`config.mk`:
```
export PLATFORM = sky130hd
export DESIGN_NAME = ps2_to_hid_mouse_report_flat
export DESIGN_NICKNAME = d
export VERILOG_FILES = /design/src/hw/rtl/ps2hid_pkg.sv /design/src/hw/rtl/ps2hid_if.sv /design/src/hw/rtl/ps2hid_div.sv /design/src/hw/rtl/ps2_to_hid_mouse_report.sv /design/src/flat_wrapper.sv
export SDC_FILE = /design/constraint.sdc
export NUM_CORES = 1
export LEC_CHECK = 0
export ABC_AREA = 1
export BUFFER_PORTS_ARGS = -buffer_cell sky130_fd_sc_hd__buf_2
export CAP_MARGIN = 20
export CORE_MARGIN = 2
export CORE_UTILIZATION = 31
export DETAILED_ROUTE_END_ITERATION = 8
export HOLD_SLACK_MARGIN = 0.12
export PLACE_DENSITY_LB_ADDON = 0.12
export SYNTH_ARGS = -nofsm -noshare
export SYNTH_HDL_FRONTEND = slang
export SYNTH_SLANG_ARGS = --single-unit
export TNS_END_PERCENT = 10
```
`constraint.sdc`:
```
create_clock -name clk -period 6.6 [get_ports clk]
set_input_delay 1.32 -clock clk [delete_from_list [all_inputs] [get_ports clk]]
set_output_delay 1.32 -clock clk [all_outputs]
set_load 0.01 [all_outputs]
```
`src/hw/rtl/ps2hid_pkg.sv`:
```
// ps2hid_pkg: widths, register indexes, scroll phase codes, sequencer states
// and helper functions for the PS/2 packet to HID mouse report block
// no dependencies
package ps2hid_pkg;

	localparam int BtnW     = 3;
	localparam int DataW    = 8;
	localparam int MagW     = 7;
	localparam int TimeW    = 16;
	localparam int CfgIdxW  = 2;
	localparam int CfgDataW = 16;
	localparam int CntW     = $clog2(MagW);

	localparam logic signed [DataW-1:0] SatPos = 8'sd127;
	localparam logic signed [DataW-1:0] SatNeg = -8'sd127;

	localparam logic [CfgIdxW-1:0] RegScrollMask = 2'd0;
	localparam logic [CfgIdxW-1:0] RegDivVert    = 2'd1;
	localparam logic [CfgIdxW-1:0] RegDivHoriz   = 2'd2;
	localparam logic [CfgIdxW-1:0] RegClickWin   = 2'd3;

	localparam logic [1:0] PhaseNone = 2'd0;
	localparam logic [1:0] PhaseHeld = 2'd1;
	localparam logic [1:0] PhaseSent = 2'd2;

	typedef enum logic [3:0] {
		ST_IDLE  = 4'b0001,
		ST_DIV_V = 4'b0010,
		ST_DIV_H = 4'b0100,
		ST_EMIT  = 4'b1000
	} state_t;

	typedef struct packed {
		logic            start;
		logic [MagW-1:0] dividend;
		logic [MagW-1:0] divisor;
	} div_req_t;

	typedef struct packed {
		logic            done;
		logic [MagW-1:0] quotient;
	} div_rsp_t;

	// clamp a raw movement byte using its sign and overflow bits
	function automatic logic signed [DataW-1:0] saturate(
		input logic signed [DataW-1:0] raw,
		input logic                    neg,
		input logic                    ovf
	);
		logic signed [DataW-1:0] res;
		if (neg) begin
			res = (!ovf && raw[DataW-1] && (raw != {1'b1, {(DataW-1){1'b0}}})) ? raw : SatNeg;
		end else begin
			res = (!ovf && !raw[DataW-1]) ? raw : SatPos;
		end
		return res;
	endfunction

	// magnitude of a value known to lie in -127..127
	function automatic logic [MagW-1:0] magnitude(input logic signed [DataW-1:0] val);
		logic [DataW-1:0] abs_v;
		abs_v = val[DataW-1] ? DataW'(-val) : DataW'(val);
		return abs_v[MagW-1:0];
	endfunction

endpackage

```
`src/hw/rtl/ps2hid_if.sv`:
```
// ps2hid_if: valid/ready channel interfaces for packet words and report words
// depends on ps2hid_pkg
interface ps2hid_pkt_if;
	logic                                   valid;
	logic                                   ready;
	logic                                   ack_ok;
	logic [7:0]                             status_byte;
	logic signed [ps2hid_pkg::DataW-1:0]    x_movement;
	logic signed [ps2hid_pkg::DataW-1:0]    y_movement;
	logic [ps2hid_pkg::TimeW-1:0]           now_ms;

	modport source (output valid, ack_ok, status_byte, x_movement, y_movement, now_ms,
		input ready);
	modport sink (input valid, ack_ok, status_byte, x_movement, y_movement, now_ms,
		output ready);
endinterface

interface ps2hid_rpt_if;
	logic                                   valid;
	logic                                   ready;
	logic [ps2hid_pkg::BtnW-1:0]            buttons_out;
	logic signed [ps2hid_pkg::DataW-1:0]    x_out;
	logic signed [ps2hid_pkg::DataW-1:0]    y_out;
	logic signed [ps2hid_pkg::DataW-1:0]    wheel_vertical;
	logic signed [ps2hid_pkg::DataW-1:0]    wheel_horizontal;
	logic                                   last;

	modport source (output valid, buttons_out, x_out, y_out, wheel_vertical,
		wheel_horizontal, last, input ready);
	modport sink (input valid, buttons_out, x_out, y_out, wheel_vertical,
		wheel_horizontal, last, output ready);
endinterface

```
`src/hw/rtl/ps2hid_div.sv`:
```
// ps2hid_div: shared restoring divider, unsigned 7-bit magnitudes, one
// quotient bit per cycle; depends on ps2hid_pkg
module ps2hid_div (
	input  logic                 clk,
	input  logic                 arst_n,
	input  ps2hid_pkg::div_req_t req,
	output ps2hid_pkg::div_rsp_t rsp
);

	logic                              busy_q;
	logic [ps2hid_pkg::CntW-1:0]       cnt_q;
	logic [ps2hid_pkg::MagW-1:0]       num_q;
	logic [ps2hid_pkg::MagW-1:0]       rem_q;
	logic [ps2hid_pkg::MagW-1:0]       den_q;
	logic [ps2hid_pkg::MagW:0]         trial;
	logic                              fits;
	logic [ps2hid_pkg::MagW:0]         diff;
	logic                              last_step;

	assign trial     = {rem_q, num_q[ps2hid_pkg::MagW-1]};
	assign fits      = trial >= {1'b0, den_q};
	assign diff      = trial - {1'b0, den_q};
	assign last_step = busy_q && (cnt_q == ps2hid_pkg::CntW'(ps2hid_pkg::MagW - 1));

	always_ff @(posedge clk or negedge arst_n) begin
		if (!arst_n) begin
			busy_q <= 1'b0;
			cnt_q  <= '0;
		end else if (req.start) begin
			busy_q <= 1'b1;
			cnt_q  <= '0;
		end else if (busy_q) begin
			busy_q <= !last_step;
			cnt_q  <= cnt_q + 1'b1;
		end
	end

	// quotient bits shift into num_q as the dividend bits shift out
	always_ff @(posedge clk) begin
		if (req.start) begin
			num_q <= req.dividend;
			rem_q <= '0;
			den_q <= req.divisor;
		end else if (busy_q) begin
			num_q <= {num_q[ps2hid_pkg::MagW-2:0], fits};
			rem_q <= fits ? diff[ps2hid_pkg::MagW-1:0] : trial[ps2hid_pkg::MagW-1:0];
		end
	end

	logic done_q;
	always_ff @(posedge clk or negedge arst_n) begin
		if (!arst_n) begin
			done_q <= 1'b0;
		end else begin
			done_q <= last_step && !req.start;
		end
	end

	assign rsp.done     = done_q;
	assign rsp.quotient = num_q;

endmodule

```
`src/hw/rtl/ps2_to_hid_mouse_report.sv`:
```
// ps2_to_hid_mouse_report: top level, packet decode, scroll/click state,
// sequencer and report register; depends on ps2hid_pkg, ps2hid_if, ps2hid_div
//
// channel   dir  word
// pkt       in   ack_ok, status_byte, x_movement, y_movement, now_ms
// rpt       out  buttons_out, x_out, y_out, wheel_vertical, wheel_horizontal, last
// cfg_*     in   write enable, register index, data (no read-back)
//
// a packet is decoded in its accept cycle; a plain report moves from the work
// registers to the output register once that is free, and a click pair loads its
// click word, then its closing word; in scroll mode each axis runs on the shared
// divider (start, seven quotient bits, done), vertical axis first, then horizontal
// pkt.ready is high only while the sequencer is idle; a report waiting on
// rpt.ready holds the sequencer in its emit state, not the prior packet
// reset clears the scroll state and previous buttons and resets the config registers at once
module ps2_to_hid_mouse_report (
	input  logic                                  clk,
	input  logic                                  arst_n,
	input  logic                                  cfg_we,
	input  logic [ps2hid_pkg::CfgIdxW-1:0]        cfg_index,
	input  logic [ps2hid_pkg::CfgDataW-1:0]       cfg_data,
	ps2hid_pkt_if.sink                            pkt,
	ps2hid_rpt_if.source                          rpt
);

	// configuration registers
	logic [ps2hid_pkg::BtnW-1:0]  mask_q;
	logic [ps2hid_pkg::MagW-1:0]  div_v_q;
	logic [ps2hid_pkg::MagW-1:0]  div_h_q;
	logic [ps2hid_pkg::TimeW-1:0] win_q;

	always_ff @(posedge clk or negedge arst_n) begin
		if (!arst_n) begin
			mask_q  <= '0;
			div_v_q <= ps2hid_pkg::MagW'(1);
			div_h_q <= ps2hid_pkg::MagW'(1);
			win_q   <= '0;
		end else if (cfg_we) begin
			case (cfg_index)
				ps2hid_pkg::RegScrollMask: mask_q  <= cfg_data[ps2hid_pkg::BtnW-1:0];
				ps2hid_pkg::RegDivVert:    div_v_q <= cfg_data[ps2hid_pkg::MagW-1:0];
				ps2hid_pkg::RegDivHoriz:   div_h_q <= cfg_data[ps2hid_pkg::MagW-1:0];
				ps2hid_pkg::RegClickWin:   win_q   <= cfg_data[ps2hid_pkg::TimeW-1:0];
				default: ;
			endcase
		end
	end

	ps2hid_pkg::state_t state_q;
	logic [ps2hid_pkg::BtnW-1:0]  prev_btn_q;
	logic [1:0]                   phase_q;
	logic [ps2hid_pkg::TimeW-1:0] press_q;

	// decode of the incoming word
	logic                          accept;
	logic                          active;
	logic [ps2hid_pkg::BtnW-1:0]   btn;
	logic signed [ps2hid_pkg::DataW-1:0] xs;
	logic signed [ps2hid_pkg::DataW-1:0] ys;
	logic                          motion;
	logic                          combo_full;
	logic                          combo_free;
	logic                          scroll;
	logic                          click;
	logic [ps2hid_pkg::TimeW-1:0]  held_ms;

	assign pkt.ready  = (state_q == ps2hid_pkg::ST_IDLE);
	assign accept     = pkt.valid && pkt.ready;
	assign btn        = pkt.status_byte[ps2hid_pkg::BtnW-1:0];
	assign active     = accept && pkt.ack_ok &&
		((pkt.x_movement != '0) || (pkt.y_movement != '0) || (btn != prev_btn_q));
	assign xs         = ps2hid_pkg::saturate(pkt.x_movement, pkt.status_byte[4],
		pkt.status_byte[6]);
	assign ys         = ps2hid_pkg::saturate(pkt.y_movement, pkt.status_byte[5],
		pkt.status_byte[7]);
	assign motion     = (xs != '0) || (ys != '0);
	assign combo_full = (mask_q != '0) && ((btn & mask_q) == mask_q);
	assign combo_free = (mask_q != '0) && ((btn & mask_q) == '0);
	assign scroll     = combo_full && motion;
	assign held_ms    = pkt.now_ms - press_q;
	assign click      = combo_free && (win_q != '0) && (phase_q == ps2hid_pkg::PhaseHeld) &&
		(held_ms < win_q);

	always_ff @(posedge clk or negedge arst_n) begin
		if (!arst_n) begin
			prev_btn_q <= '0;
			phase_q    <= ps2hid_pkg::PhaseNone;
			press_q    <= '0;
		end else if (active) begin
			prev_btn_q <= btn;
			if (combo_full) begin
				if (phase_q == ps2hid_pkg::PhaseNone) begin
					press_q <= pkt.now_ms;
				end
				if (motion) begin
					phase_q <= ps2hid_pkg::PhaseSent;
				end else if (phase_q == ps2hid_pkg::PhaseNone) begin
					phase_q <= ps2hid_pkg::PhaseHeld;
				end
			end else if (combo_free) begin
				phase_q <= ps2hid_pkg::PhaseNone;
			end
		end
	end

	// per-packet work registers
	logic [ps2hid_pkg::BtnW-1:0]         btn_q;
	logic [ps2hid_pkg::BtnW-1:0]         click_btn_q;
	logic signed [ps2hid_pkg::DataW-1:0] x_q;
	logic signed [ps2hid_pkg::DataW-1:0] y_q;
	logic signed [ps2hid_pkg::DataW-1:0] v_q;
	logic signed [ps2hid_pkg::DataW-1:0] h_q;
	logic [ps2hid_pkg::MagW-1:0]         xmag_q;
	logic [ps2hid_pkg::MagW-1:0]         ymag_q;
	logic                                xneg_q;
	logic                                yneg_q;
	logic                                click_q;
	logic                                start_q;

	ps2hid_pkg::div_req_t div_req;
	ps2hid_pkg::div_rsp_t div_rsp;
	logic [ps2hid_pkg::DataW-1:0]        q_ext;
	logic signed [ps2hid_pkg::DataW-1:0] q_signed;
	logic                                q_neg;

	assign q_ext    = {1'b0, div_rsp.quotient};
	assign q_neg    = (state_q == ps2hid_pkg::ST_DIV_V) ? yneg_q : xneg_q;
	assign q_signed = q_neg ? ps2hid_pkg::DataW'(-q_ext) : q_ext;

	// out register
	logic out_valid_q;
	logic load;
	assign load = (state_q == ps2hid_pkg::ST_EMIT) && (!out_valid_q || rpt.ready);

	always_ff @(posedge clk or negedge arst_n) begin
		if (!arst_n) begin
			state_q <= ps2hid_pkg::ST_IDLE;
			start_q <= 1'b0;
			click_q <= 1'b0;
		end else begin
			start_q <= 1'b0;
			case (state_q)
				ps2hid_pkg::ST_IDLE: begin
					if (active) begin
						click_q <= click;
						start_q <= scroll;
						state_q <= scroll ? ps2hid_pkg::ST_DIV_V : ps2hid_pkg::ST_EMIT;
					end
				end
				ps2hid_pkg::ST_DIV_V: begin
					if (div_rsp.done) begin
						start_q <= 1'b1;
						state_q <= ps2hid_pkg::ST_DIV_H;
					end
				end
				ps2hid_pkg::ST_DIV_H: begin
					if (div_rsp.done) begin
						state_q <= ps2hid_pkg::ST_EMIT;
					end
				end
				ps2hid_pkg::ST_EMIT: begin
					if (load) begin
						if (click_q) begin
							click_q <= 1'b0;
						end else begin
							state_q <= ps2hid_pkg::ST_IDLE;
						end
					end
				end
				default: state_q <= ps2hid_pkg::ST_IDLE;
			endcase
		end
	end

	always_ff @(posedge clk) begin
		if (active) begin
			btn_q       <= btn & ~mask_q;
			click_btn_q <= btn | mask_q;
			x_q         <= scroll ? '0 : xs;
			y_q         <= scroll ? '0 : ps2hid_pkg::DataW'(-ys);
			v_q         <= '0;
			h_q         <= '0;
			xmag_q      <= ps2hid_pkg::magnitude(xs);
			ymag_q      <= ps2hid_pkg::magnitude(ys);
			xneg_q      <= xs[ps2hid_pkg::DataW-1];
			yneg_q      <= ys[ps2hid_pkg::DataW-1];
		end else if (div_rsp.done && (state_q == ps2hid_pkg::ST_DIV_V)) begin
			v_q <= q_signed;
		end else if (div_rsp.done && (state_q == ps2hid_pkg::ST_DIV_H)) begin
			h_q <= q_signed;
		end
	end

	// a divisor written as zero acts as one
	always_comb begin
		div_req.start = start_q;
		if (state_q == ps2hid_pkg::ST_DIV_V) begin
			div_req.dividend = ymag_q;
			div_req.divisor  = (div_v_q == '0) ? ps2hid_pkg::MagW'(1) : div_v_q;
		end else begin
			div_req.dividend = xmag_q;
			div_req.divisor  = (div_h_q == '0) ? ps2hid_pkg::MagW'(1) : div_h_q;
		end
	end

	ps2hid_div u_div (
		.clk    (clk),
		.arst_n (arst_n),
		.req    (div_req),
		.rsp    (div_rsp)
	);

	logic [ps2hid_pkg::BtnW-1:0]         r_btn_q;
	logic signed [ps2hid_pkg::DataW-1:0] r_x_q;
	logic signed [ps2hid_pkg::DataW-1:0] r_y_q;
	logic signed [ps2hid_pkg::DataW-1:0] r_v_q;
	logic signed [ps2hid_pkg::DataW-1:0] r_h_q;
	logic                                r_last_q;

	always_ff @(posedge clk or negedge arst_n) begin
		if (!arst_n) begin
			out_valid_q <= 1'b0;
		end else if (load) begin
			out_valid_q <= 1'b1;
		end else if (rpt.ready) begin
			out_valid_q <= 1'b0;
		end
	end

	// click word: whole scroll combination pressed, no wheel
	always_ff @(posedge clk) begin
		if (load) begin
			r_btn_q  <= click_q ? click_btn_q : btn_q;
			r_x_q    <= x_q;
			r_y_q    <= y_q;
			r_v_q    <= click_q ? '0 : v_q;
			r_h_q    <= click_q ? '0 : h_q;
			r_last_q <= !click_q;
		end
	end

	assign rpt.valid            = out_valid_q;
	assign rpt.buttons_out      = r_btn_q;
	assign rpt.x_out            = r_x_q;
	assign rpt.y_out            = r_y_q;
	assign rpt.wheel_vertical   = r_v_q;
	assign rpt.wheel_horizontal = r_h_q;
	assign rpt.last             = r_last_q;

	a_div_start_in_div: assert property (@(posedge clk) disable iff (!arst_n)
		div_req.start |-> (state_q == ps2hid_pkg::ST_DIV_V) || (state_q == ps2hid_pkg::ST_DIV_H))
		else $error("divider started outside a divide state");

	a_div_done_in_div: assert property (@(posedge clk) disable iff (!arst_n)
		div_rsp.done |-> (state_q == ps2hid_pkg::ST_DIV_V) || (state_q == ps2hid_pkg::ST_DIV_H))
		else $error("divider finished outside a divide state");

	a_click_then_last: assert property (@(posedge clk) disable iff (!arst_n)
		rpt.valid && rpt.ready && !rpt.last |=> rpt.valid && rpt.last)
		else $error("click word not followed by its closing word");

	a_phase_code: assert property (@(posedge clk) disable iff (!arst_n)
		phase_q != 2'd3)
		else $error("scroll phase reached unused code");

	a_wheel_no_xy: assert property (@(posedge clk) disable iff (!arst_n)
		rpt.valid && ((rpt.wheel_vertical != '0) || (rpt.wheel_horizontal != '0)) |->
		(rpt.x_out == '0) && (rpt.y_out == '0))
		else $error("scroll word carries pointer motion");

endmodule
```
`src/flat_wrapper.sv`:
```
// flat-port wrapper written by rule: the top's interface ports become plain ports
module ps2_to_hid_mouse_report_flat 
  (clk, arst_n, cfg_we, cfg_index, cfg_data, pkt_valid, pkt_ack_ok, pkt_status_byte, pkt_x_movement, pkt_y_movement, pkt_now_ms, pkt_ready, rpt_valid, rpt_buttons_out, rpt_x_out, rpt_y_out, rpt_wheel_vertical, rpt_wheel_horizontal, rpt_last, rpt_ready);
  ps2hid_pkt_if pkt_i ();
  ps2hid_rpt_if rpt_i ();
  input  logic clk;
  input  logic arst_n;
  input  logic cfg_we;
  input  logic [ps2hid_pkg::CfgIdxW-1:0] cfg_index;
  input  logic [ps2hid_pkg::CfgDataW-1:0] cfg_data;
  input wire logic [$bits(pkt_i.valid)-1:0] pkt_valid;
  input wire logic [$bits(pkt_i.ack_ok)-1:0] pkt_ack_ok;
  input wire logic [$bits(pkt_i.status_byte)-1:0] pkt_status_byte;
  input wire logic [$bits(pkt_i.x_movement)-1:0] pkt_x_movement;
  input wire logic [$bits(pkt_i.y_movement)-1:0] pkt_y_movement;
  input wire logic [$bits(pkt_i.now_ms)-1:0] pkt_now_ms;
  output wire logic [$bits(pkt_i.ready)-1:0] pkt_ready;
  output wire logic [$bits(rpt_i.valid)-1:0] rpt_valid;
  output wire logic [$bits(rpt_i.buttons_out)-1:0] rpt_buttons_out;
  output wire logic [$bits(rpt_i.x_out)-1:0] rpt_x_out;
  output wire logic [$bits(rpt_i.y_out)-1:0] rpt_y_out;
  output wire logic [$bits(rpt_i.wheel_vertical)-1:0] rpt_wheel_vertical;
  output wire logic [$bits(rpt_i.wheel_horizontal)-1:0] rpt_wheel_horizontal;
  output wire logic [$bits(rpt_i.last)-1:0] rpt_last;
  input wire logic [$bits(rpt_i.ready)-1:0] rpt_ready;
  assign pkt_i.valid = pkt_valid;
  assign pkt_i.ack_ok = pkt_ack_ok;
  assign pkt_i.status_byte = pkt_status_byte;
  assign pkt_i.x_movement = pkt_x_movement;
  assign pkt_i.y_movement = pkt_y_movement;
  assign pkt_i.now_ms = pkt_now_ms;
  assign pkt_ready = pkt_i.ready;
  assign rpt_valid = rpt_i.valid;
  assign rpt_buttons_out = rpt_i.buttons_out;
  assign rpt_x_out = rpt_i.x_out;
  assign rpt_y_out = rpt_i.y_out;
  assign rpt_wheel_vertical = rpt_i.wheel_vertical;
  assign rpt_wheel_horizontal = rpt_i.wheel_horizontal;
  assign rpt_last = rpt_i.last;
  assign rpt_i.ready = rpt_ready;
  ps2_to_hid_mouse_report u_core (.clk(clk), .arst_n(arst_n), .cfg_we(cfg_we), .cfg_index(cfg_index), .cfg_data(cfg_data), .pkt(pkt_i), .rpt(rpt_i));
endmodule
```
Word-level counts from Yosys, hierarchy flattened --
Index checks and enable logic that the tools add are counted.
Word-level totals: flip-flop bits (word level) 177, output and inout port bits 38
Operators by class: $add $sub $neg 6, order comparisons 2, eq/ne operators 19, mux-type cells 40, bitwise gates (word level) 5, reductions and logical operators 56
Operators with widths (number):
- 8-bit 2-to-1 mux | 7
- 7-bit 2-to-1 mux | 7
- 8-bit nonzero test | 4
- 4-bit 2-to-1 mux | 6
- 1-bit logical AND | 20
- 16-bit < comparator | 1
- 8-bit != test, second input constant | 2
- 4-bit one-hot mux with 4 select lines | 1
- 16-bit nonzero test | 1
- 16-bit subtractor | 1
- 7-bit logical NOT | 2
- 14-bit 2-to-1 mux | 1
- 2-bit AND reduction | 5
- 1-bit 2-to-1 mux | 9
- 3-bit 2-to-1 mux | 3
- 3-bit AND reduction | 3
- 8-bit by 7-bit >= comparator with 1-bit output | 1
- 1-bit logical NOT | 8
- 2-bit 2-to-1 mux | 4
- 2-bit != test, second input constant | 4
- 7-bit negator with 8-bit output | 1
- 8-bit negator | 1
- 2-bit nonzero test | 4
- 7-bit negator | 1
- 23 further kinds | 31

Depth between registers and ports, before layout --
Gate-level depths: netlist of run 1.
depth after elaboration 11, depth in mapped cells 19

Modules after synthesis --
From an unflattened synthesis of run 1, not the netlist that was laid out.
Second synthesis, totals: cells, all modules 1049, area total of the unflattened synthesis 9157.5 um2
By module, submodules not included:
- ps2_to_hid_mouse_report | times used 1, cells an instance 877, area an instance 7718.7 um2, seq. area each 4072.7 um2
- ps2hid_div | times used 1, cells an instance 172, area an instance 1438.9 um2, seq. area each 685.7 um2

Worst setup path after synthesis of run 1 --
Ideal clock, no wire load.
path kind input port to flip-flop, start in pkt_now_ms[0], end reg u_core.click_q, arrival 3.595 ns, data required time 6.517 ns, setup slack 2.923 ns, stages 14, path buffers 0, path through inv_1 > ha_1 > fa_1 > o21ai_0 > a31oi_1 > o21ai_0 > a21oi_1 > xnor2_1 > ha_1 > nand3b_1 > a21oi_1 > nor2_1 > nand4_1 > o21ai_0
Between the ends: longest elaborated chain between the ends 5
Ends and longest elaborated chain:
- start, declared | line flat_wrapper.sv:16 | input wire logic [$bits(pkt_i.now_ms)-1:0] pkt_now_ms;
- 16-bit subtractor | line ps2_to_hid_mouse_report.sv:80 | assign held_ms = pkt.now_ms - press_q;
- 16-bit < comparator | line ps2_to_hid_mouse_report.sv:82 | (held_ms < win_q);
- 1-bit logical AND | line ps2_to_hid_mouse_report.sv:81 | assign click = combo_free && (win_q != '0) && (phase_q == ps2hid_pkg::PhaseHeld) &&
- 1-bit 2-to-1 mux | line ps2_to_hid_mouse_report.sv:144 | if (active) begin
- 1-bit one-hot mux with 2 select lines | line ps2_to_hid_mouse_report.sv:142 | case (state_q)
- end signal, assigned | line ps2_to_hid_mouse_report.sv:145 | click_q <= click;
- end, declared | line ps2_to_hid_mouse_report.sv:117 | logic click_q;
No other way between the ends. The select of a mux whose other input is x is not followed. A chain may end at the register's enable or synchronous reset.

Final worst setup path of run 1 --
start in pkt_status_byte[2], end reg u_core.press_q[7] (netlist bit)
Between the ends: longest elaborated chain between the ends 4, elaborated cells between the ends (all ways) 7
Ends and longest elaborated chain:
- start, declared | line flat_wrapper.sv:13 | input wire logic [$bits(pkt_i.status_byte)-1:0] pkt_status_byte;
- 3-bit != test | line ps2_to_hid_mouse_report.sv:71 | ((pkt.x_movement != '0) || (pkt.y_movement != '0) || (btn != prev_btn_q));
- 1-bit logical OR | line ps2_to_hid_mouse_report.sv:71
- 1-bit logical AND | line ps2_to_hid_mouse_report.sv:70 | assign active = accept && pkt.ack_ok &&
- net u_core.active | line ps2_to_hid_mouse_report.sv:56 | logic active;
- 3-bit AND reduction (no source line)
- end signal, assigned | line ps2_to_hid_mouse_report.sv:93 | press_q <= pkt.now_ms;
- end, declared | line ps2_to_hid_mouse_report.sv:52 | logic [ps2hid_pkg::TimeW-1:0] press_q;
The timed path passes the listed nets, and every way through them passes these cells.

==> results of run 1 <==
==> per-stage QoR <==
stage	util (%)	area (um2)	total power, W	hold WS [ps]
2_1_floorplan	-	8971	0.002642	400.3
3_3_place_gp	34.43	9856	0.003021	401.6
3_5_place_dp	34.43	9856	0.003044	406.1
4_1_cts	36.62	10480	0.004141	419.9
5_1_grt	36.67	10500	0.004423	424.9
6_report	36.67	10500	0.004076	417.9
==> power breakdown <==
| part | internal, W | total (W) | switching (W) |
|---|---|---|---|
| clock network | 0.000627 | 0.00108 | 0.000453 |
| logic | 0.000533 | 0.00140 | 0.000866 |
| registers | 0.00146 | 0.00160 | 0.000141 |
| total | 0.00262 | 0.00408 | 0.00146 |
==> layout make-up <==
| class | count | area [um2] |
|---|---|---|
| clock buffer | 19 | 454.2 |
| fill | 2969 | 18130 |
| multi-input combinational | 629 | 3450 |
| tap | 384 | 480.5 |
| timing repair buffer | 104 | 538.0 |
| inverter | 171 | 644.4 |
| clock inverter | 13 | 172.7 |
| sequential | 177 | 4758 |
==> metal layers <==
layer | vias up | GRT usage [%] | wire, um
met5 | - | 0 | 0
met4 | 0 | 3.887 | 187
met3 | 16 | 2.712 | 629
met2 | 114 | 22.64 | 9399
met1 | 3087 | 19.49 | 10250
li1 | 3474 | - | -
==> cell families after synthesis <==
| family | share of synthesized area [%] |
|---|---|
| AND/OR/NAND/NOR | 17.48 |
| buffers and inverters | 8.591 |
| AO/OA/AOI/OAI | 11.46 |
| flip-flops | 53.04 |
| adder cells (fa/ha/maj) | 6.304 |
| XOR/XNOR | 3.124 |
==> Yosys cell counts, types with 4 or more instances <==
master    number
buf_2          6
o211ai_1       6
nor4_1         6
o21ai_1       10
o21ai_2        4
dfxtp_1       23
nor3_1         6
inv_2          5
o22ai_1        6
o21ai_0       90
nand4_1       11
xor2_1        20
ha_1          42
nand2_2        5
clkbuf_1      14
nand2_1      192
dfrtp_1       63
xnor2_1       12
nor2_2         8
inv_1        165
nor2_1        89
nand3_1       30
a21oi_1       61
edfxtp_1      88
==> path summary, 6_finish.rpt <==
path,from,endpoint,slack [ps],cells after the start
setup / recovery,pkt_status_byte[2],u_core.press_q[7],2390,9
hold / removal,u_core.y_q[5],u_core.rpt.y_out[5],420,0
setup reg to reg,u_core.prev_btn_q[2],u_core.press_q[7],3020,8
hold reg to reg,u_core.y_q[5],u_core.rpt.y_out[5],420,0
max in group asynchronous,arst_n,u_core.u_div.cnt_q[2],4870,2
min in group asynchronous,arst_n,u_core.press_q[2],1090,2
==> critical path, cell delays in order <==
cell and delay [ps]:
buf_2 130, xnor2_1 210, nand2_1 90, nor2_1 60, nand2_1 100, nand2_1 390, inv_2 880, nand4_2 860
o21ai_0 440
==> results.toml, run 1 <==
[die]
dieArea_um2 = 30320
io_pins = 102
die_h_um = 174.1
std_cell_rows = 62
initial_utilization_pct = 31.34
coreArea_um2 = 28630
die_x_um = 174.1

[yosys]
synth_area_per_cell_um2 = 8.962
yosysTopAreaCell = "edfxtp_1"
ys_ff_latch = 177
synth_cells = 1001
synthesis.nets = 1109
synth-seq-area-share_pct = 53.04
synth.area.top_cells = "edfxtp_1 (29%), dfrtp_1 (18%), nand2_1 (8.0%), inv_1 (6.9%), ha_1 (5.9%)"
yosysWarnings = 0
synth_top_cell_area_share_pct = 29.46
synth_flop_cell = "edfxtp_1"
synth_edf_count = 88
netlist_area_um2 = 8971
synth_cell_types = 50
ys_async_sr_fraction_pct = 37.29

[drt]
dr.pass1.iters = 6
drt_wl_total_um = 20470
postRouteAntennaNets = 0
drc = 0
wl_per_cell_um = 13.67
vias_per_cell = 4.470
vias = 6691
drt_first_iter_violations = 404

[place]
gp_congestion = 0.8231
dpl.hpwl_um = 15330
dp.cells = 1464
io_buffers = 100
dpl_worst_slack_ps = 1819

[grt]
grt-ovfl-total = 0
grt_max_degree = 67
antenna_found_initial = 0
grt_pass1_vias = 6527
track_usage_pct = 14.11
grt_pass1_wl_um = 33820

[power]
power_density_nw_per_um2 = 388.2
irDropWorstVdd_v = 0.0001445
p_leak_nw = 4.817

[sta]
rsz0062_at_grt = "false"
finalWorstSetupSlack_ps = 2395
slew_viol_final = 0
final_hold_viol_count = 0
finalSetupViolCount = 0
max_freq_ghz = 0.2378
max_slew_margin_pct = 34.20
fin_setup_tns_ps = 0
finClkSkew_ps = 14.18
post-route-period-util_pct = 63.71
worst_pin_slew_ps = 987.0
period_minus_slack_ps = 4205

[clock_tree]
root_buffer = "clkbuf_16"
clk_path_buf_depth = 2
clk_pin_slew_ps = 70
htreeDepth = 4
cts-buffers-inserted = 17
cts_resized = 0
cts.sinks = 177
hold_buffers = 0
insertion_delay_ps = 430
cts_tree = "yes"
cts_setup_buffers = 0

[layout]
final_nets = 1208
top_regs = "u_core.press_q x16, u_core.win_q x16"
finalNonFillerCells = 1497
area_growth_syn_to_layout_pct = 17.02
drive_above_1_share_pct = 15.27
mostFrequentLayoutCell = "nand2_1"
layout_common_cells = "nand2_1 (192), inv_1 (165), buf_2 (100), o21ai_0 (90)"
num_antenna_cells = 0

[worst_setup_path]
cp.arrival_ps = 4530
worstSetupPathType = "in2reg"
path_max_fanout = 44
cp_data_required_time_ps = 6920
cp-start-kind = "primary input"
cp-end-kind = "flip-flop"

[run]
maxCapViolCount = 0

[min_path]
hold_class = "reg2reg"

[status]
status = "complete, no violations"
Power figures use the tool's default switching activity.
==> run 2, diff against run 1 <==
==> constraint.sdc (replaced) <==
create_clock -name clk -period 4.2 [get_ports clk]
set_input_delay 0.84 -clock clk [delete_from_list [all_inputs] [get_ports clk]]
set_output_delay 0.84 -clock clk [all_outputs]
set_load 0.01 [all_outputs]
==> run 2 against run 1 <==
Compared with the run above: clock skew shrank 4.5 ps; first-iteration DRC count shrank 15%; sequential share of layout area shrank 0.12 points; highest routed layer unchanged; cell area grew 0.26%; largest cell class unchanged; die area is the same; via count shrank 0.63%; cell count grew 0.20%; count of clock-buffer cells in the layout grew 2; flip-flop and latch count is the same; non-clock buffer count grew 3; critical path depth grew 6.
==> results.toml, run 2 (same netlist as run 1, synthesis figures left out) <==
[sta]
post-route-period-util_pct = 79.73
finClkSkew_ps = 9.676
finalSetupViolCount = 0
rsz0062_at_grt = "false"
max_slew_margin_pct = 44.07
fin_setup_tns_ps = 0
worst_pin_slew_ps = 838.9
period_minus_slack_ps = 3348
slew_viol_final = 0
finalWorstSetupSlack_ps = 851.5
max_freq_ghz = 0.2986
final_hold_viol_count = 0

[grt]
busiest_layer = "met2"
grt.met2_usage_pct = 22.66
grt-ovfl-total = 0
use_met1_pct = 19.37
grt.met3_usage_pct = 2.647
grt_pass1_vias = 6518
track_usage_pct = 14.11
antenna_found_initial = 0
grt_max_degree = 44
grt_pass1_wl_um = 33940

[die]
coreArea_um2 = 28630
die_x_um = 174.1
std_cell_rows = 62
initial_utilization_pct = 31.34
dieArea_um2 = 30320
die_h_um = 174.1
io_pins = 102

[worst_setup_path]
cp_data_required_time_ps = 4540
cp-end-kind = "flip-flop"
cp_common_cell = "o21ai_0"
worstSetupPathType = "in2reg"
cp.arrival_ps = 3690
path_cells = "buf_2 -> inv_1 -> ha_1 -> fa_1 -> o21ai_0 -> a31oi_1 -> o21ai_0 -> a21oi_1 -> xnor2_1 -> ha_1 -> nand3b_1 -> a21oi_1 -> nor2_1 -> nand4_1 -> o21ai_0"
path_max_fanout = 3
crit_family = "compound AO/OA/AOI/OAI gates"
critical-path-max-stage-delay_ps = 410
critPathBufInv = 2
critPathSlowestCell = "fa_1"
cp-start-kind = "primary input"

[layout]
area_growth_syn_to_layout_pct = 17.32
n_fill_cell = 2946
top_regs = "u_core.press_q x16, u_core.win_q x16"
layout_common_cells = "nand2_1 (192), inv_1 (165), buf_2 (100), o21ai_0 (90)"
mostFrequentLayoutCell = "nand2_1"
seq_area_um2 = 4758
multiInputGateArea_um2 = 3450
final_cell_area_um2 = 10530
final_nets = 1211
drive_above_1_share_pct = 15.59
num_antenna_cells = 0

[place]
io_buffers = 100
gp_congestion = 0.8165
placed_area_um2 = 9878
dpl_worst_slack_ps = 422.0
dpl.hpwl_um = 15630

[drt]
vias = 6649
drt_wl_total_um = 20600
postRouteAntennaNets = 0
wl_per_cell_um = 13.73
drc = 0
dr.pass1.iters = 5
drt_first_iter_violations = 342
vias_per_cell = 4.433

[clock_tree]
clk_pin_slew_ps = 70
cts.sinks = 177
htreeDepth = 4
cts_setup_buffers = 0
hold_buffers = 0
cts_resized = 0
cts-buffers-inserted = 17
cts_tree = "yes"
root_buffer = "clkbuf_16"
clk_path_buf_depth = 2
insertion_delay_ps = 420

[status]
status = "complete, no violations"

[power]
p_leak_nw = 4.831
irDropWorstVdd_v = 0.0002444
power_density_nw_per_um2 = 609.5

[min_path]
hold_class = "reg2reg"

[run]
maxCapViolCount = 0
==> run 2: path summary, 6_finish.rpt <==
path	from	to	cells after the start	slack, ps
min	u_core.y_q[7]	u_core.rpt.y_out[7]	0	420
max	pkt_now_ms[0]	u_core.click_q	15	850
max reg2reg	u_core.press_q[0]	u_core.click_q	13	1020
min reg2reg	u_core.y_q[7]	u_core.rpt.y_out[7]	0	420
max in group asynchronous	arst_n	u_core.div_v_q[0]	2	2700
min in group asynchronous	arst_n	u_core.mask_q[0]	1	520
==> run 2: layer usage <==
metal,up-vias,share of wire (%)
li1,3477,-
met1,3048,51
met2,104,44
met3,20,3.0
met4,0,1.9
met5,-,0
==> run 2: final cells by class <==
cell class,count,share of cell area [%]
tap,384,4.565
timing repair buffer,107,5.326
clock buffer,21,4.684
multi-input combinational,629,32.77
clock inverter,11,1.320
inverter,171,6.122
sequential,177,45.21
==> run 2: power breakdown <==
part | switching (W) | internal, W | total (W)
clock | 0.000713 | 0.000980 | 0.00169
sequential | 0.000223 | 0.00229 | 0.00251
combinational | 0.00136 | 0.000848 | 0.00221
==> run 2: stage by stage <==
stage	hold slack, ps	total power (W)	cells	utilization, %
final	421.5	0.006415	1500	36.77
after global routing	433.7	0.006965	1500	36.77
after CTS	421.5	0.006517	1499	36.72
after detailed placement	405.4	0.004791	1467	34.51
after global placement	403.9	0.004754	1467	34.51
after floorplan	400.3	0.004151	1001	-
==> run 3, diff against run 2 <==
==> constraint.sdc (replaced) <==
create_clock -name clk -period 3.36 [get_ports clk]
set_input_delay 0.672 -clock clk [delete_from_list [all_inputs] [get_ports clk]]
set_output_delay 0.672 -clock clk [all_outputs]
set_load 0.01 [all_outputs]
==> run 3 against run 2 <==
Compared with the run above: sequential share of layout area fell by 0.081 points; flip-flop and latch count did not move; utilization rose by 0.066 points; power rose by 24%; die area did not move; cell area rose by 0.18%; non-clock buffer count rose by 6; register-to-register slack got worse by 600 ps; global-route usage rose by 0.22 points; first-iteration DRC count rose by 3.8%.
==> results.toml, run 3 (same netlist as run 1, synthesis figures left out) <==
[layout]
layout_common_cells = "nand2_1 (192), inv_1 (165), buf_2 (100), o21ai_0 (89)"
n_fill_cell = 2986
drive_above_1_share_pct = 16.13
finalNonFillerCells = 1506
top_regs = "u_core.press_q x16, u_core.win_q x16"
final_cell_area_um2 = 10540
area_growth_syn_to_layout_pct = 17.53
mostFrequentLayoutCell = "nand2_1"
num_antenna_cells = 0
final_nets = 1217

[place]
dp.cells = 1474
io_buffers = 100
dpl.hpwl_um = 15390
gp_congestion = 0.8166
placed_area_um2 = 9956
dpl_worst_slack_ps = -95.81

[clock_tree]
clk_pin_slew_ps = 80
hold_buffers = 0
cts_setup_buffers = 0
cts.sinks = 177
cts_resized = 0
insertion_delay_ps = 440
clk_path_buf_depth = 2
htreeDepth = 4
cts_tree = "yes"
cts-buffers-inserted = 17
root_buffer = "clkbuf_16"

[worst_setup_path]
cp-end-kind = "flip-flop"
critical-path-max-stage-delay_ps = 390
cp_data_required_time_ps = 3730
cp.arrival_ps = 3310
path_cells = "ha_1 -> fa_1 -> o21ai_0 -> buf_4 -> nand4_1 -> o2111ai_1 -> nand2_1 -> nand2_1 -> xor2_1 -> ha_1 -> nand2_1 -> inv_1 -> o21ai_0 -> nand2_1 -> nor2_1 -> nand4_1 -> o21ai_0"
cp.depth = 17
reg2regPathDepth = 17
critPathSlowestCell = "dfrtp_1"
cp_common_cell = "nand2_1"
cp-start-kind = "flip-flop"
critPathBufInv = 2
crit_family = "adder cells"
worstSetupPathType = "reg2reg"
path_max_fanout = 3

[drt]
dr.pass1.iters = 5
wl_per_cell_um = 13.65
drc = 0
postRouteAntennaNets = 0
vias = 6671
drt_wl_total_um = 20560
vias_per_cell = 4.430
drt_first_iter_violations = 355

[sta]
slew_viol_final = 0
post-route-period-util_pct = 87.58
worst_pin_slew_ps = 862.5
final_hold_viol_count = 0
period_minus_slack_ps = 2943
max_slew_margin_pct = 42.50
max_freq_ghz = 0.3398
rsz0062_at_grt = "false"
finClkSkew_ps = 13.67
finalSetupViolCount = 0
finalWorstSetupSlack_ps = 417.3
fin_hold_ws_ps = 253.5

[die]
initial_utilization_pct = 31.34
die_x_um = 174.1
coreArea_um2 = 28630
io_pins = 102
std_cell_rows = 62
die_h_um = 174.1
dieArea_um2 = 30320

[grt]
use_met1_pct = 19.46
grt-ovfl-total = 0
antenna_found_initial = 0
grt_pass1_vias = 6594
busiest_layer = "met2"
grt_max_degree = 67
track_usage_pct = 14.33
grt.met3_usage_pct = 2.909
grt_pass1_wl_um = 34250
grt.met2_usage_pct = 22.97

[power]
p_sw_w = 0.002948
p_leak_nw = 4.845
power.total_w = 0.007960
switching_share_pct = 37.03
internal_power_w = 0.005012
pwr-share-comb_pct = 35.7
clock_power_share_pct = 25.0
irDropWorstVdd_v = 0.0002655
power_density_nw_per_um2 = 754.9
p_seq_share_pct = 39.3

[run]
maxCapViolCount = 0

[min_path]
hold_class = "in2async"

[status]
status = "complete, no violations"
[run 3: cell count changes in the layout (fill, tap and decap cells not counted), moves of 2 or more]
cell / change
inv_8: +3
buf_4: +5
buf_12: +2
bufinv_16: -2
[run 3: worst paths after layout]
check / start / end / slack (ps)
min reg2reg: u_core.x_q[1] / u_core.rpt.x_out[1] / 420
min in group clk: u_core.x_q[1] / u_core.rpt.x_out[1] / 420
max in group asynchronous: arst_n / u_core.div_v_q[0] / 2770
max: u_core.press_q[0] / u_core.click_q / 420
min: arst_n / u_core.press_q[4] / 250
max reg2reg: u_core.press_q[0] / u_core.click_q / 420
[run 3: layer usage]
layer,vias up,wire (um)
li1,3480,-
met1,3056,10120
met2,117,9285
met3,18,871
met4,0,275
met5,-,0
[run 3: per-stage QoR]
step / utilization, % / setup TNS [ps]
floorplan: - / 0
global placement: 34.78 / -24.01
finish: 36.83 / 0
CTS: 36.83 / 0
detailed placement: 34.78 / -95.81
global route: 36.83 / 0
[run 3: layout make-up]
type	instances	area, um2	share of cell area, %
clock inverter	14	137.6	1.305
inverter	171	644.4	6.111
clock buffer	18	450.4	4.272
sequential	177	4758	45.13
tap	384	480.5	4.557
timing repair buffer	113	623.1	5.910
multi-input combinational	629	3450	32.72
[run 3: power groups by stage]
stage          sequential (W)  combinational [W]  clock, W
6_report              0.00313            0.00284   0.00199
5_1_grt               0.00319            0.00334   0.00213
4_1_cts               0.00313            0.00291   0.00204
3_5_place_dp          0.00317            0.00290         0
3_3_place_gp          0.00318            0.00286         0
2_1_floorplan         0.00315            0.00204         0
